===== config.mk =====
export PLATFORM = sky130hd
export DESIGN_NAME = greedy_byte_string_diff_flat
export DESIGN_NICKNAME = d
export VERILOG_FILES = /design/src/hdl/gbd_pkg.sv /design/src/hdl/gbd_if.sv /design/src/hdl/gbd_ram.sv /design/src/hdl/gbd_useq.sv /design/src/hdl/greedy_byte_string_diff.sv /design/src/flat_wrapper.sv
export VERILOG_INCLUDE_DIRS = /design/src /design/src/hdl
export SDC_FILE = /design/constraint.sdc
export NUM_CORES = 1
export LEC_CHECK = 0
export BUFFER_PORTS_ARGS = -buffer_cell sky130_fd_sc_hd__buf_2
export CORE_MARGIN = 1
export CORE_UTILIZATION = 55
export DETAILED_ROUTE_END_ITERATION = 16
export GPL_ROUTABILITY_DRIVEN = 0
export GPL_TIMING_DRIVEN = 0
export PLACE_DENSITY = 0.76
export SLEW_MARGIN = 20
export SYNTH_ARGS = -nofsm -noshare
export SYNTH_HDL_FRONTEND = slang
export SYNTH_HIERARCHICAL = 1
export SYNTH_SLANG_ARGS = --single-unit

===== constraint.sdc =====
create_clock -name clk -period 5.8 [get_ports clk]
set_input_delay 0.29 -clock clk [delete_from_list [all_inputs] [get_ports clk]]
set_output_delay 0.29 -clock clk [all_outputs]
set_load 0.05 [all_outputs]

===== src/hdl/greedy_byte_string_diff_defines.svh =====
// Assertion macros shared by the greedy byte diff RTL.
`ifndef GREEDY_BYTE_STRING_DIFF_DEFINES_SVH
`define GREEDY_BYTE_STRING_DIFF_DEFINES_SVH

// Same-cycle implication, disabled while reset is asserted.
`define GBD_ASSERT_IMPL(lbl, clk_s, rstn_s, ante, cons) \
    lbl: assert property (@(posedge clk_s) disable iff (!rstn_s) (ante) |-> (cons)) \
        else $error("gbd: same-cycle check failed");

// Next-cycle implication, disabled while reset is asserted.
`define GBD_ASSERT_NEXT(lbl, clk_s, rstn_s, ante, cons) \
    lbl: assert property (@(posedge clk_s) disable iff (!rstn_s) (ante) |=> (cons)) \
        else $error("gbd: next-cycle check failed");

`endif


===== src/hdl/gbd_pkg.sv =====
// Shared constants, types and the microcode table of the greedy byte diff.
package gbd_pkg;

    localparam int MAX_LEN = 32;
    localparam int ADDR_W  = $clog2(MAX_LEN);
    localparam int CNT_W   = ADDR_W + 1;
    localparam int BYTE_W  = 8;
    localparam int FUNC_W  = 2;
    localparam int KIND_W  = 2;
    localparam int UPC_W   = 4;

    localparam logic [CNT_W-1:0] MAX_CNT  = CNT_W'(MAX_LEN);
    localparam logic [CNT_W-1:0] MAX_RUNS = CNT_W'(32);

    // input function codes
    localparam logic [FUNC_W-1:0] FN_LOAD_B = 2'd0;
    localparam logic [FUNC_W-1:0] FN_LOAD_A = 2'd1;
    localparam logic [FUNC_W-1:0] FN_CMP    = 2'd2;

    // run kinds
    localparam logic [KIND_W-1:0] KIND_DEL = 2'd0;
    localparam logic [KIND_W-1:0] KIND_INS = 2'd1;
    localparam logic [KIND_W-1:0] KIND_END = 2'd2;

    typedef enum logic [2:0] {
        C_NEXT,
        C_ALWAYS,
        C_NO_CMP,
        C_B_DONE,
        C_A_DONE,
        C_NEQ,
        C_J_END
    } gbd_cond_t;

    typedef enum logic [3:0] {
        ACT_NONE,
        ACT_IDLE,
        ACT_MATCH,
        ACT_SETJ,
        ACT_SCAN,
        ACT_EMIT_DEL,
        ACT_EMIT_INS,
        ACT_INCJ,
        ACT_DEL_MARK,
        ACT_DEL_TAIL,
        ACT_FIN_DEL,
        ACT_FIN_INS,
        ACT_END
    } gbd_act_t;

    typedef struct packed {
        gbd_cond_t        cond;
        gbd_act_t         act;
        logic [UPC_W-1:0] tgt;
    } gbd_uword_t;

    typedef struct packed {
        logic cmp_accept;
        logic b_done;
        logic a_done;
        logic neq;
        logic j_end;
    } gbd_flags_t;

    // microcode addresses
    localparam logic [UPC_W-1:0] UA_IDLE  = 4'd0;
    localparam logic [UPC_W-1:0] UA_TOP   = 4'd1;
    localparam logic [UPC_W-1:0] UA_CHKA  = 4'd2;
    localparam logic [UPC_W-1:0] UA_CMP   = 4'd3;
    localparam logic [UPC_W-1:0] UA_MATCH = 4'd4;
    localparam logic [UPC_W-1:0] UA_MISS  = 4'd5;
    localparam logic [UPC_W-1:0] UA_SCAN  = 4'd6;
    localparam logic [UPC_W-1:0] UA_SCHK  = 4'd7;
    localparam logic [UPC_W-1:0] UA_FOUND = 4'd8;
    localparam logic [UPC_W-1:0] UA_INS   = 4'd9;
    localparam logic [UPC_W-1:0] UA_INCJ  = 4'd10;
    localparam logic [UPC_W-1:0] UA_NOTF  = 4'd11;
    localparam logic [UPC_W-1:0] UA_TAIL  = 4'd12;
    localparam logic [UPC_W-1:0] UA_FIN   = 4'd13;
    localparam logic [UPC_W-1:0] UA_FINI  = 4'd14;
    localparam logic [UPC_W-1:0] UA_END   = 4'd15;

    // Control store. A word jumps to tgt when its condition holds,
    // otherwise falls through to the next address.
    function automatic gbd_uword_t uc_rom(input logic [UPC_W-1:0] addr);
        gbd_uword_t w;
        w = '{cond: C_NEXT, act: ACT_NONE, tgt: UA_IDLE};
        unique case (addr)
            UA_IDLE:  w = '{cond: C_NO_CMP, act: ACT_IDLE,     tgt: UA_IDLE};
            UA_TOP:   w = '{cond: C_B_DONE, act: ACT_NONE,     tgt: UA_FIN};
            UA_CHKA:  w = '{cond: C_A_DONE, act: ACT_NONE,     tgt: UA_TAIL};
            UA_CMP:   w = '{cond: C_NEQ,    act: ACT_NONE,     tgt: UA_MISS};
            UA_MATCH: w = '{cond: C_ALWAYS, act: ACT_MATCH,    tgt: UA_TOP};
            UA_MISS:  w = '{cond: C_NEXT,   act: ACT_SETJ,     tgt: UA_IDLE};
            UA_SCAN:  w = '{cond: C_J_END,  act: ACT_SCAN,     tgt: UA_NOTF};
            UA_SCHK:  w = '{cond: C_NEQ,    act: ACT_NONE,     tgt: UA_INCJ};
            UA_FOUND: w = '{cond: C_NEXT,   act: ACT_EMIT_DEL, tgt: UA_IDLE};
            UA_INS:   w = '{cond: C_ALWAYS, act: ACT_EMIT_INS, tgt: UA_TOP};
            UA_INCJ:  w = '{cond: C_ALWAYS, act: ACT_INCJ,     tgt: UA_SCAN};
            UA_NOTF:  w = '{cond: C_ALWAYS, act: ACT_DEL_MARK, tgt: UA_TOP};
            UA_TAIL:  w = '{cond: C_ALWAYS, act: ACT_DEL_TAIL, tgt: UA_FIN};
            UA_FIN:   w = '{cond: C_NEXT,   act: ACT_FIN_DEL,  tgt: UA_IDLE};
            UA_FINI:  w = '{cond: C_NEXT,   act: ACT_FIN_INS,  tgt: UA_IDLE};
            UA_END:   w = '{cond: C_ALWAYS, act: ACT_END,      tgt: UA_IDLE};
            default:  w = '{cond: C_ALWAYS, act: ACT_NONE,     tgt: UA_IDLE};
        endcase
        return w;
    endfunction

endpackage


===== src/hdl/gbd_if.sv =====
// Valid/ready channel interfaces for the load/compare input and the run output.
interface gbd_in_if;
    logic                        valid;
    logic                        ready;
    logic [gbd_pkg::FUNC_W-1:0]  func;
    logic [gbd_pkg::BYTE_W-1:0]  data_byte;

    modport source (output valid, func, data_byte, input ready);
    modport sink   (input valid, func, data_byte, output ready);
endinterface

interface gbd_out_if;
    logic                        valid;
    logic                        ready;
    logic [gbd_pkg::KIND_W-1:0]  run_kind;
    logic [gbd_pkg::ADDR_W-1:0]  run_start;
    logic [gbd_pkg::CNT_W-1:0]   run_length;
    logic                        overflow;
    logic                        last;

    modport source (output valid, run_kind, run_start, run_length, overflow, last,
                    input ready);
    modport sink   (input valid, run_kind, run_start, run_length, overflow, last,
                    output ready);
endinterface


===== src/hdl/gbd_ram.sv =====
// Generic single-write, single-read RAM with registered read data.
module gbd_ram #(
    parameter int WIDTH = 8,
    parameter int DEPTH = 32
) (
    input  logic                                     clk,
    input  logic                                     we,
    input  logic [((DEPTH > 1) ? $clog2(DEPTH) : 1)-1:0] wr_addr,
    input  logic [WIDTH-1:0]                         wr_data,
    input  logic [((DEPTH > 1) ? $clog2(DEPTH) : 1)-1:0] rd_addr,
    output logic [WIDTH-1:0]                         rd_data
);
    logic [WIDTH-1:0] mem [DEPTH];

    always_ff @(posedge clk)
    begin
        if (we)
        begin
            mem[wr_addr] <= wr_data;
        end
        rd_data <= mem[rd_addr];
    end
endmodule


===== src/hdl/gbd_useq.sv =====
// Microprogram sequencer: step counter, control store and branch logic.
module gbd_useq (
    input  logic                clk,
    input  logic                rst_n,
    input  gbd_pkg::gbd_flags_t flags,
    input  logic                hold,
    output gbd_pkg::gbd_uword_t uword
);
    logic [gbd_pkg::UPC_W-1:0] upc_reg;
    logic [gbd_pkg::UPC_W-1:0] upc_next;
    logic                      take;

    assign uword = gbd_pkg::uc_rom(upc_reg);

    always_comb
    begin
        case (uword.cond)
            gbd_pkg::C_NEXT:   take = 1'b0;
            gbd_pkg::C_ALWAYS: take = 1'b1;
            gbd_pkg::C_NO_CMP: take = !flags.cmp_accept;
            gbd_pkg::C_B_DONE: take = flags.b_done;
            gbd_pkg::C_A_DONE: take = flags.a_done;
            gbd_pkg::C_NEQ:    take = flags.neq;
            gbd_pkg::C_J_END:  take = flags.j_end;
            default:           take = 1'b0;
        endcase

        if (hold)
        begin
            upc_next = upc_reg;
        end
        else if (take)
        begin
            upc_next = uword.tgt;
        end
        else
        begin
            upc_next = upc_reg + 1'b1;
        end
    end

    always_ff @(posedge clk or negedge rst_n)
    begin
        if (!rst_n)
        begin
            upc_reg <= gbd_pkg::UA_IDLE;
        end
        else
        begin
            upc_reg <= upc_next;
        end
    end
endmodule


===== src/hdl/greedy_byte_string_diff.sv =====
// Greedy byte diff top level: load/compare input, run output, datapath and checks.
//
// Usage:
//   din carries one item per transfer: func 0 appends data_byte to the before
//   string, func 1 appends it to the after string, func 2 starts a compare,
//   func 3 is ignored. Each string holds up to 32 bytes; extra bytes are
//   dropped and the overflow bit is set on every result of the next compare.
//   dout carries one transfer per run (kind, start, length) for up to 32 runs,
//   then an end marker with last set. A compare of two empty strings gives only
//   the marker. din is ready whenever the sequencer idles; loads are taken there.
//   A compare runs a microprogram: a matched byte pair passes the top, check,
//   compare and match steps, and an after byte tried in a forward search passes
//   the scan, check and increment steps; the search loop through the after-store
//   read port sets the worst case. din stays low from compare acceptance until
//   the end marker is loaded into the output register. A stalled dout freezes
//   the sequencer at the emitting step; the result register holds until its
//   transfer completes. Reset empties both strings and clears the overflow flag;
//   the store contents are not cleared and no clearing pass is needed.
//   After the end marker both strings are empty again.

`include "greedy_byte_string_diff_defines.svh"

module greedy_byte_string_diff (
    input  logic       clk,
    input  logic       rst_n,
    gbd_in_if.sink     din,
    gbd_out_if.source  dout
);
    localparam int AW = gbd_pkg::ADDR_W;
    localparam int CW = gbd_pkg::CNT_W;

    gbd_pkg::gbd_uword_t uw;
    gbd_pkg::gbd_flags_t flags;
    logic                hold;

    // string lengths and flags
    logic [CW-1:0] before_count_reg, before_count_next;
    logic [CW-1:0] after_count_reg,  after_count_next;
    logic          overflow_reg,     overflow_next;

    // compare cursors
    logic [CW-1:0] bi_reg,     bi_next;
    logic [CW-1:0] ai_reg,     ai_next;
    logic [CW-1:0] j_reg,      j_next;
    logic [AW-1:0] dstart_reg, dstart_next;
    logic          dact_reg,   dact_next;
    logic [CW-1:0] runcnt_reg, runcnt_next;

    // output register
    logic                        out_valid_reg, out_valid_next;
    logic [gbd_pkg::KIND_W-1:0]  out_kind_reg,  out_kind_next;
    logic [AW-1:0]               out_start_reg, out_start_next;
    logic [CW-1:0]               out_len_reg,   out_len_next;
    logic                        out_ovf_reg,   out_ovf_next;
    logic                        out_last_reg,  out_last_next;

    logic                        in_xfer;
    logic                        cmp_accept;
    logic                        we_b, we_a;
    logic [AW-1:0]               rd_addr_a;
    logic [gbd_pkg::BYTE_W-1:0]  rd_b, rd_a;

    logic                        emit_want, emit_go, out_free, is_end;
    logic [gbd_pkg::KIND_W-1:0]  emit_kind;
    logic [AW-1:0]               emit_start;
    logic [CW-1:0]               emit_len;
    logic [CW-1:0]               dstart_ext;

    assign din.ready  = (uw.act == gbd_pkg::ACT_IDLE);
    assign in_xfer    = din.valid && din.ready;
    assign cmp_accept = in_xfer && (din.func == gbd_pkg::FN_CMP);

    assign we_b = in_xfer && (din.func == gbd_pkg::FN_LOAD_B)
                  && (before_count_reg < gbd_pkg::MAX_CNT);
    assign we_a = in_xfer && (din.func == gbd_pkg::FN_LOAD_A)
                  && (after_count_reg < gbd_pkg::MAX_CNT);

    // the after port reads the search cursor only during the forward search
    assign rd_addr_a = (uw.act == gbd_pkg::ACT_SCAN) ? j_reg[AW-1:0] : ai_reg[AW-1:0];

    gbd_ram #(.WIDTH(gbd_pkg::BYTE_W), .DEPTH(gbd_pkg::MAX_LEN)) u_before_ram (
        .clk     (clk),
        .we      (we_b),
        .wr_addr (before_count_reg[AW-1:0]),
        .wr_data (din.data_byte),
        .rd_addr (bi_reg[AW-1:0]),
        .rd_data (rd_b)
    );

    gbd_ram #(.WIDTH(gbd_pkg::BYTE_W), .DEPTH(gbd_pkg::MAX_LEN)) u_after_ram (
        .clk     (clk),
        .we      (we_a),
        .wr_addr (after_count_reg[AW-1:0]),
        .wr_data (din.data_byte),
        .rd_addr (rd_addr_a),
        .rd_data (rd_a)
    );

    assign flags.cmp_accept = cmp_accept;
    assign flags.b_done     = (bi_reg >= before_count_reg);
    assign flags.a_done     = (ai_reg >= after_count_reg);
    assign flags.neq        = (rd_b != rd_a);
    assign flags.j_end      = (j_reg >= after_count_reg);

    gbd_useq u_useq (
        .clk   (clk),
        .rst_n (rst_n),
        .flags (flags),
        .hold  (hold),
        .uword (uw)
    );

    assign dstart_ext = {1'b0, dstart_reg};
    assign out_free   = !out_valid_reg || dout.ready;

    // result selection for the current step
    always_comb
    begin
        emit_want  = 1'b0;
        emit_kind  = gbd_pkg::KIND_DEL;
        emit_start = dstart_reg;
        emit_len   = bi_reg - dstart_ext;
        is_end     = 1'b0;
        case (uw.act)
            gbd_pkg::ACT_MATCH, gbd_pkg::ACT_EMIT_DEL, gbd_pkg::ACT_FIN_DEL:
            begin
                emit_want = dact_reg;
            end
            gbd_pkg::ACT_EMIT_INS:
            begin
                emit_want  = 1'b1;
                emit_kind  = gbd_pkg::KIND_INS;
                emit_start = ai_reg[AW-1:0];
                emit_len   = j_reg - ai_reg;
            end
            gbd_pkg::ACT_FIN_INS:
            begin
                emit_want  = (ai_reg < after_count_reg);
                emit_kind  = gbd_pkg::KIND_INS;
                emit_start = ai_reg[AW-1:0];
                emit_len   = after_count_reg - ai_reg;
            end
            gbd_pkg::ACT_END:
            begin
                emit_want  = 1'b1;
                is_end     = 1'b1;
                emit_kind  = gbd_pkg::KIND_END;
                emit_start = '0;
                emit_len   = '0;
            end
            default:
            begin
                emit_want = 1'b0;
            end
        endcase
        // runs past the result limit are dropped; the end marker always goes out
        emit_go = emit_want && (is_end || (runcnt_reg < gbd_pkg::MAX_RUNS));
        hold    = emit_go && !out_free;
    end

    // datapath next state
    always_comb
    begin
        before_count_next = before_count_reg;
        after_count_next  = after_count_reg;
        overflow_next     = overflow_reg;
        bi_next           = bi_reg;
        ai_next           = ai_reg;
        j_next            = j_reg;
        dstart_next       = dstart_reg;
        dact_next         = dact_reg;
        runcnt_next       = runcnt_reg;

        out_valid_next = out_valid_reg;
        out_kind_next  = out_kind_reg;
        out_start_next = out_start_reg;
        out_len_next   = out_len_reg;
        out_ovf_next   = out_ovf_reg;
        out_last_next  = out_last_reg;

        if (out_valid_reg && dout.ready)
        begin
            out_valid_next = 1'b0;
        end

        if (!hold)
        begin
            if (emit_go)
            begin
                out_valid_next = 1'b1;
                out_kind_next  = emit_kind;
                out_start_next = emit_start;
                out_len_next   = emit_len;
                out_ovf_next   = overflow_reg;
                out_last_next  = is_end;
                if (!is_end)
                begin
                    runcnt_next = runcnt_reg + 1'b1;
                end
            end

            case (uw.act)
                gbd_pkg::ACT_IDLE:
                begin
                    if (in_xfer)
                    begin
                        case (din.func)
                            gbd_pkg::FN_LOAD_B:
                            begin
                                if (we_b)
                                begin
                                    before_count_next = before_count_reg + 1'b1;
                                end
                                else
                                begin
                                    overflow_next = 1'b1;
                                end
                            end
                            gbd_pkg::FN_LOAD_A:
                            begin
                                if (we_a)
                                begin
                                    after_count_next = after_count_reg + 1'b1;
                                end
                                else
                                begin
                                    overflow_next = 1'b1;
                                end
                            end
                            gbd_pkg::FN_CMP:
                            begin
                                bi_next     = '0;
                                ai_next     = '0;
                                dact_next   = 1'b0;
                                runcnt_next = '0;
                            end
                            default:
                            begin
                                overflow_next = overflow_reg;
                            end
                        endcase
                    end
                end
                gbd_pkg::ACT_MATCH:
                begin
                    dact_next = 1'b0;
                    bi_next   = bi_reg + 1'b1;
                    ai_next   = ai_reg + 1'b1;
                end
                gbd_pkg::ACT_SETJ:
                begin
                    j_next = ai_reg;
                end
                gbd_pkg::ACT_EMIT_DEL, gbd_pkg::ACT_FIN_DEL:
                begin
                    dact_next = 1'b0;
                end
                gbd_pkg::ACT_EMIT_INS:
                begin
                    ai_next = j_reg;
                end
                gbd_pkg::ACT_INCJ:
                begin
                    j_next = j_reg + 1'b1;
                end
                gbd_pkg::ACT_DEL_MARK:
                begin
                    if (!dact_reg)
                    begin
                        dact_next   = 1'b1;
                        dstart_next = bi_reg[AW-1:0];
                    end
                    bi_next = bi_reg + 1'b1;
                end
                gbd_pkg::ACT_DEL_TAIL:
                begin
                    if (!dact_reg)
                    begin
                        dact_next   = 1'b1;
                        dstart_next = bi_reg[AW-1:0];
                    end
                    bi_next = before_count_reg;
                end
                gbd_pkg::ACT_END:
                begin
                    before_count_next = '0;
                    after_count_next  = '0;
                    overflow_next     = 1'b0;
                end
                default:
                begin
                    dact_next = dact_reg;
                end
            endcase
        end
    end

    always_ff @(posedge clk or negedge rst_n)
    begin
        if (!rst_n)
        begin
            before_count_reg <= '0;
            after_count_reg  <= '0;
            overflow_reg     <= 1'b0;
            bi_reg           <= '0;
            ai_reg           <= '0;
            j_reg            <= '0;
            dact_reg         <= 1'b0;
            runcnt_reg       <= '0;
            out_valid_reg    <= 1'b0;
        end
        else
        begin
            before_count_reg <= before_count_next;
            after_count_reg  <= after_count_next;
            overflow_reg     <= overflow_next;
            bi_reg           <= bi_next;
            ai_reg           <= ai_next;
            j_reg            <= j_next;
            dact_reg         <= dact_next;
            runcnt_reg       <= runcnt_next;
            out_valid_reg    <= out_valid_next;
        end
    end

    // payload registers, no reset needed
    always_ff @(posedge clk)
    begin
        dstart_reg    <= dstart_next;
        out_kind_reg  <= out_kind_next;
        out_start_reg <= out_start_next;
        out_len_reg   <= out_len_next;
        out_ovf_reg   <= out_ovf_next;
        out_last_reg  <= out_last_next;
    end

    assign dout.valid      = out_valid_reg;
    assign dout.run_kind   = out_kind_reg;
    assign dout.run_start  = out_start_reg;
    assign dout.run_length = out_len_reg;
    assign dout.overflow   = out_ovf_reg;
    assign dout.last       = out_last_reg;

    // a compare starts with fresh cursors and closes the input
    `GBD_ASSERT_NEXT(a_cmp_start, clk, rst_n, cmp_accept, (bi_reg == '0) && (ai_reg == '0) && !dact_reg && !din.ready)

    // loading the end marker empties both strings and reopens the input
    `GBD_ASSERT_NEXT(a_end_clears, clk, rst_n, emit_go && is_end && out_free, (before_count_reg == '0) && (after_count_reg == '0) && !overflow_reg && din.ready)

    // an open deleted run always covers at least one byte inside the string
    `GBD_ASSERT_IMPL(a_del_open, clk, rst_n, dact_reg, (dstart_ext < bi_reg) && (bi_reg <= before_count_reg))

endmodule

===== src/flat_wrapper.sv =====
// flat-port wrapper written by rule: the top's interface ports become plain ports
module greedy_byte_string_diff_flat 
  (clk, rst_n, din_valid, din_func, din_data_byte, din_ready, dout_valid, dout_run_kind, dout_run_start, dout_run_length, dout_overflow, dout_last, dout_ready);
  gbd_in_if din_i ();
  gbd_out_if dout_i ();
  input  logic clk;
  input  logic rst_n;
  input wire logic [$bits(din_i.valid)-1:0] din_valid;
  input wire logic [$bits(din_i.func)-1:0] din_func;
  input wire logic [$bits(din_i.data_byte)-1:0] din_data_byte;
  output wire logic [$bits(din_i.ready)-1:0] din_ready;
  output wire logic [$bits(dout_i.valid)-1:0] dout_valid;
  output wire logic [$bits(dout_i.run_kind)-1:0] dout_run_kind;
  output wire logic [$bits(dout_i.run_start)-1:0] dout_run_start;
  output wire logic [$bits(dout_i.run_length)-1:0] dout_run_length;
  output wire logic [$bits(dout_i.overflow)-1:0] dout_overflow;
  output wire logic [$bits(dout_i.last)-1:0] dout_last;
  input wire logic [$bits(dout_i.ready)-1:0] dout_ready;
  assign din_i.valid = din_valid;
  assign din_i.func = din_func;
  assign din_i.data_byte = din_data_byte;
  assign din_ready = din_i.ready;
  assign dout_valid = dout_i.valid;
  assign dout_run_kind = dout_i.run_kind;
  assign dout_run_start = dout_i.run_start;
  assign dout_run_length = dout_i.run_length;
  assign dout_overflow = dout_i.overflow;
  assign dout_last = dout_i.last;
  assign dout_i.ready = dout_ready;
  greedy_byte_string_diff u_core (.clk(clk), .rst_n(rst_n), .din(din_i), .dout(dout_i));
endmodule

==> run_results.csv <==
group,metric,value,unit
outcome,status,"complete, no violations",
timing,finalSetupViolations,0,
cells_and_area,nets,1524,
pwr,p_per_area,452,nW/um^2
worst_hold_path,hold_class,"input port to flop",
floorplanning,core,44300,um^2
cells_and_area,fin_util,0.623,
floorplanning,die_w,214,um
pwr,total_power,12.5,mW
grt,grt_max_degree,65,
critical_path,path_class,"flop to flop",
drt,drc_errors,0,
timing,period_share,0.934,
pwr,swShare,0.311,
synthesis,postSynthNetCount,1436,
pwr,pwr-share-clk,0.298,
grt,grt_pass1_wl,83.2,mm
timing,rsz0062_at_grt,"false",
drt,first_iter_violations,1272,
floorplanning,pin_count,31,
flow_run,drv_cap,0,
cts,clockBufferDepth,3,
pwr,p_leak,8.94,nW
cts,cts_buffers,55,
timing,final-hold-violation-count,0,
synthesis,syn_avg_cell_area,18.0,um^2
grt,grt_util_all_layers,0.244,
timing,slew_headroom,0.342,
drt,first_pass_iters,5,
cts,clk-insertion-delay-late,0.62,ns
cells_and_area,area_growth,11.3,%
timing,period_minus_slack,5.42,ns
timing,maxSlewViolCount,0,
cts,clk_pin_slew_worst_paths,0.06,ns
timing,fin_setup_tns,0,ns
timing,tightestPinTransition,0.983,ns
synthesis,postSynthCellCount,1376,
cts,cts_tree,"built",
timing,finClkSkew,0.0249,ns
drt,vias,13392,
floorplanning,die_y,214,um
cts,cts-root-buf,"clkbuf_16",
grt,grt-ovfl-total,0,
pwr,pwr-share-comb,0.293,
grt,antenna_found_initial,0,
cts,h-tree-depth,2,
floorplanning,num_rows,77,
drt,ant_nets,0,
timing,max_freq,0.185,GHz
drt,wire_per_inst,26.0,um
place,dp_hpwl,34.1,mm
critical_path,cp_data_required_time,6.30,ns
place,placement.io_buffers,30,
pwr,ir_drop,0.427,mV
synthesis,yosysWarnings,6,
drt,wl,54.7,mm
timing,hold_ws,0.0629,ns
synthesis,synth_area,24800,um^2
pwr,pwr-share-seq,0.408,
grt,grt_pass1_vias,13367,
critical_path,crit_path_end_kind,"flop",
cts,clkSinkCount,591,
cells_and_area,largestRegisters,"u_core/u_after_ram/mem: 256 flops, u_core/u_before_ram/mem: 256 flops",
pwr,p_sw,3.88,mW
floorplanning,die-area,46000,um^2
cells_and_area,nFillCells,3057,
cells_and_area,drive_above_1_share,0.222,
critical_path,cp-start-kind,"flop",
pwr,intPower,8.60,mW
critical_path,critical_path_arrival,5.91,ns
critical_path,cp_max_fo,10,
floorplanning,start_util,0.560,
drt,via_per_inst,6.37,
cells_and_area,diodes,0,
cts,cts_setup_buffers,0,
-- power by group through the flow --
stage / Sequential [mW] / Clock, mW / Combinational (mW)
final: 5.09 / 3.72 / 3.66
after CTS: 5.09 / 3.77 / 3.62
after global placement: 5.17 / 0 / 3.50
after detailed placement: 5.18 / 0 / 3.58
after floorplan: 5.24 / 0 / 2.51
after global routing: 5.11 / 3.92 / 3.92
-- critical path: stages, from the launching register on --
cell and delay [ns]:
dfrtp_1 0.45, inv_1 0.28, ha_1 0.36, nand2_1 0.14, o21ai_1 0.41, clkbuf_1 0.43, nand2b_1 0.31, nor3_2 0.51
nand2_1 0.12, o21ai_0 0.09, clkbuf_2 0.36, clkbuf_1 0.55, mux4_2 0.45, mux4_2 0.53, mux2_2 0.31
-- final cells by class --
cell class | instances | area [um^2] | area share
Buffer | 58 | 295 | 0.0107
Clock buffer | 64 | 1440 | 0.0521
Clock inverter | 38 | 420 | 0.0152
Inverter | 44 | 165 | 0.00598
Multi-Input combinational cell | 683 | 7000 | 0.254
Sequential cell | 591 | 17400 | 0.629
Tap cell | 592 | 741 | 0.0268
Timing Repair Buffer | 31 | 183 | 0.00661
-- timing repair --
| item | CTS | global route |
|---|---|---|
| hold buffers | 1 | 0 |
| gates resized for setup | 3 | 3 |
| endpoints found under the setup margin | 8 | 8 |
| endpoints found under the hold margin | 43 | 0 |
| pin swaps | 0 | 0 |
-- metal layers --
| metal | vias to the layer above | track usage | part of all wire |
|---|---|---|---|
| li1 | 5707 | - | - |
| met2 | 655 | 0.389 | 0.48 |
| met5 | - | 0 | 0 |
| met4 | 0 | 0.0736 | 0.027 |
| met1 | 6936 | 0.348 | 0.41 |
| met3 | 94 | 0.0428 | 0.082 |
-- per-stage QoR --
stage | worst slack [ns] | std cells | cell area [um^2]
after floorplan | 1.41 | 1376 | 24800
after global placement | -0.261 | 1998 | 25700
after detailed placement | -0.338 | 1998 | 25700
after CTS | 0.251 | 2101 | 27600
after global routing | 0.103 | 2101 | 27600
final | 0.383 | 2101 | 27600
-- cell usage in the layout (no fill, tap or decap), types with 7 or more instances in the layout --
master,instances
edfxtp_1,532
a21o_1,8
nor2_1,99
nand2b_1,10
ha_1,43
dfrtp_1,43
o21ai_1,7
a21oi_1,44
mux2_2,17
nand2_1,47
nand3b_1,10
or3_1,13
inv_1,43
and3_1,8
clkinv_1,13
dfxtp_1,16
mux2i_1,11
nand3_1,31
nor2b_1,9
bufinv_16,9
mux4_2,160
clkinv_2,10
buf_4,22
nor3_1,18
xor2_1,13
clkbuf_16,55
buf_1,9
buf_2,28
clkbuf_1,29
o21ai_0,48
-- final timing paths --
path	startpoint	to	slack, ns	cells after the start
setup reg to reg	u_core/u_useq/upc_reg[0]$_DFFE_PN0N_	u_core/u_after_ram/rd_data[2]$_DFF_P_	0.38	14
min in group asynchronous	rst_n	u_core/runcnt_reg[2]$_DFFE_PN0N_	0.23	2
max in group asynchronous	rst_n	u_core/j_reg[2]$_DFFE_PN0P_	5.15	2
setup / recovery	u_core/u_useq/upc_reg[0]$_DFFE_PN0N_	u_core/u_after_ram/rd_data[2]$_DFF_P_	0.38	14
hold reg to reg	u_core/overflow_reg$_DFFE_PN0P_	u_core/dout.overflow$_DFFE_PP_	0.47	0
hold / removal	dout_ready	u_core/dout.valid$_DFF_PN0_	0.06	3
Power figures use the tool's default switching activity.
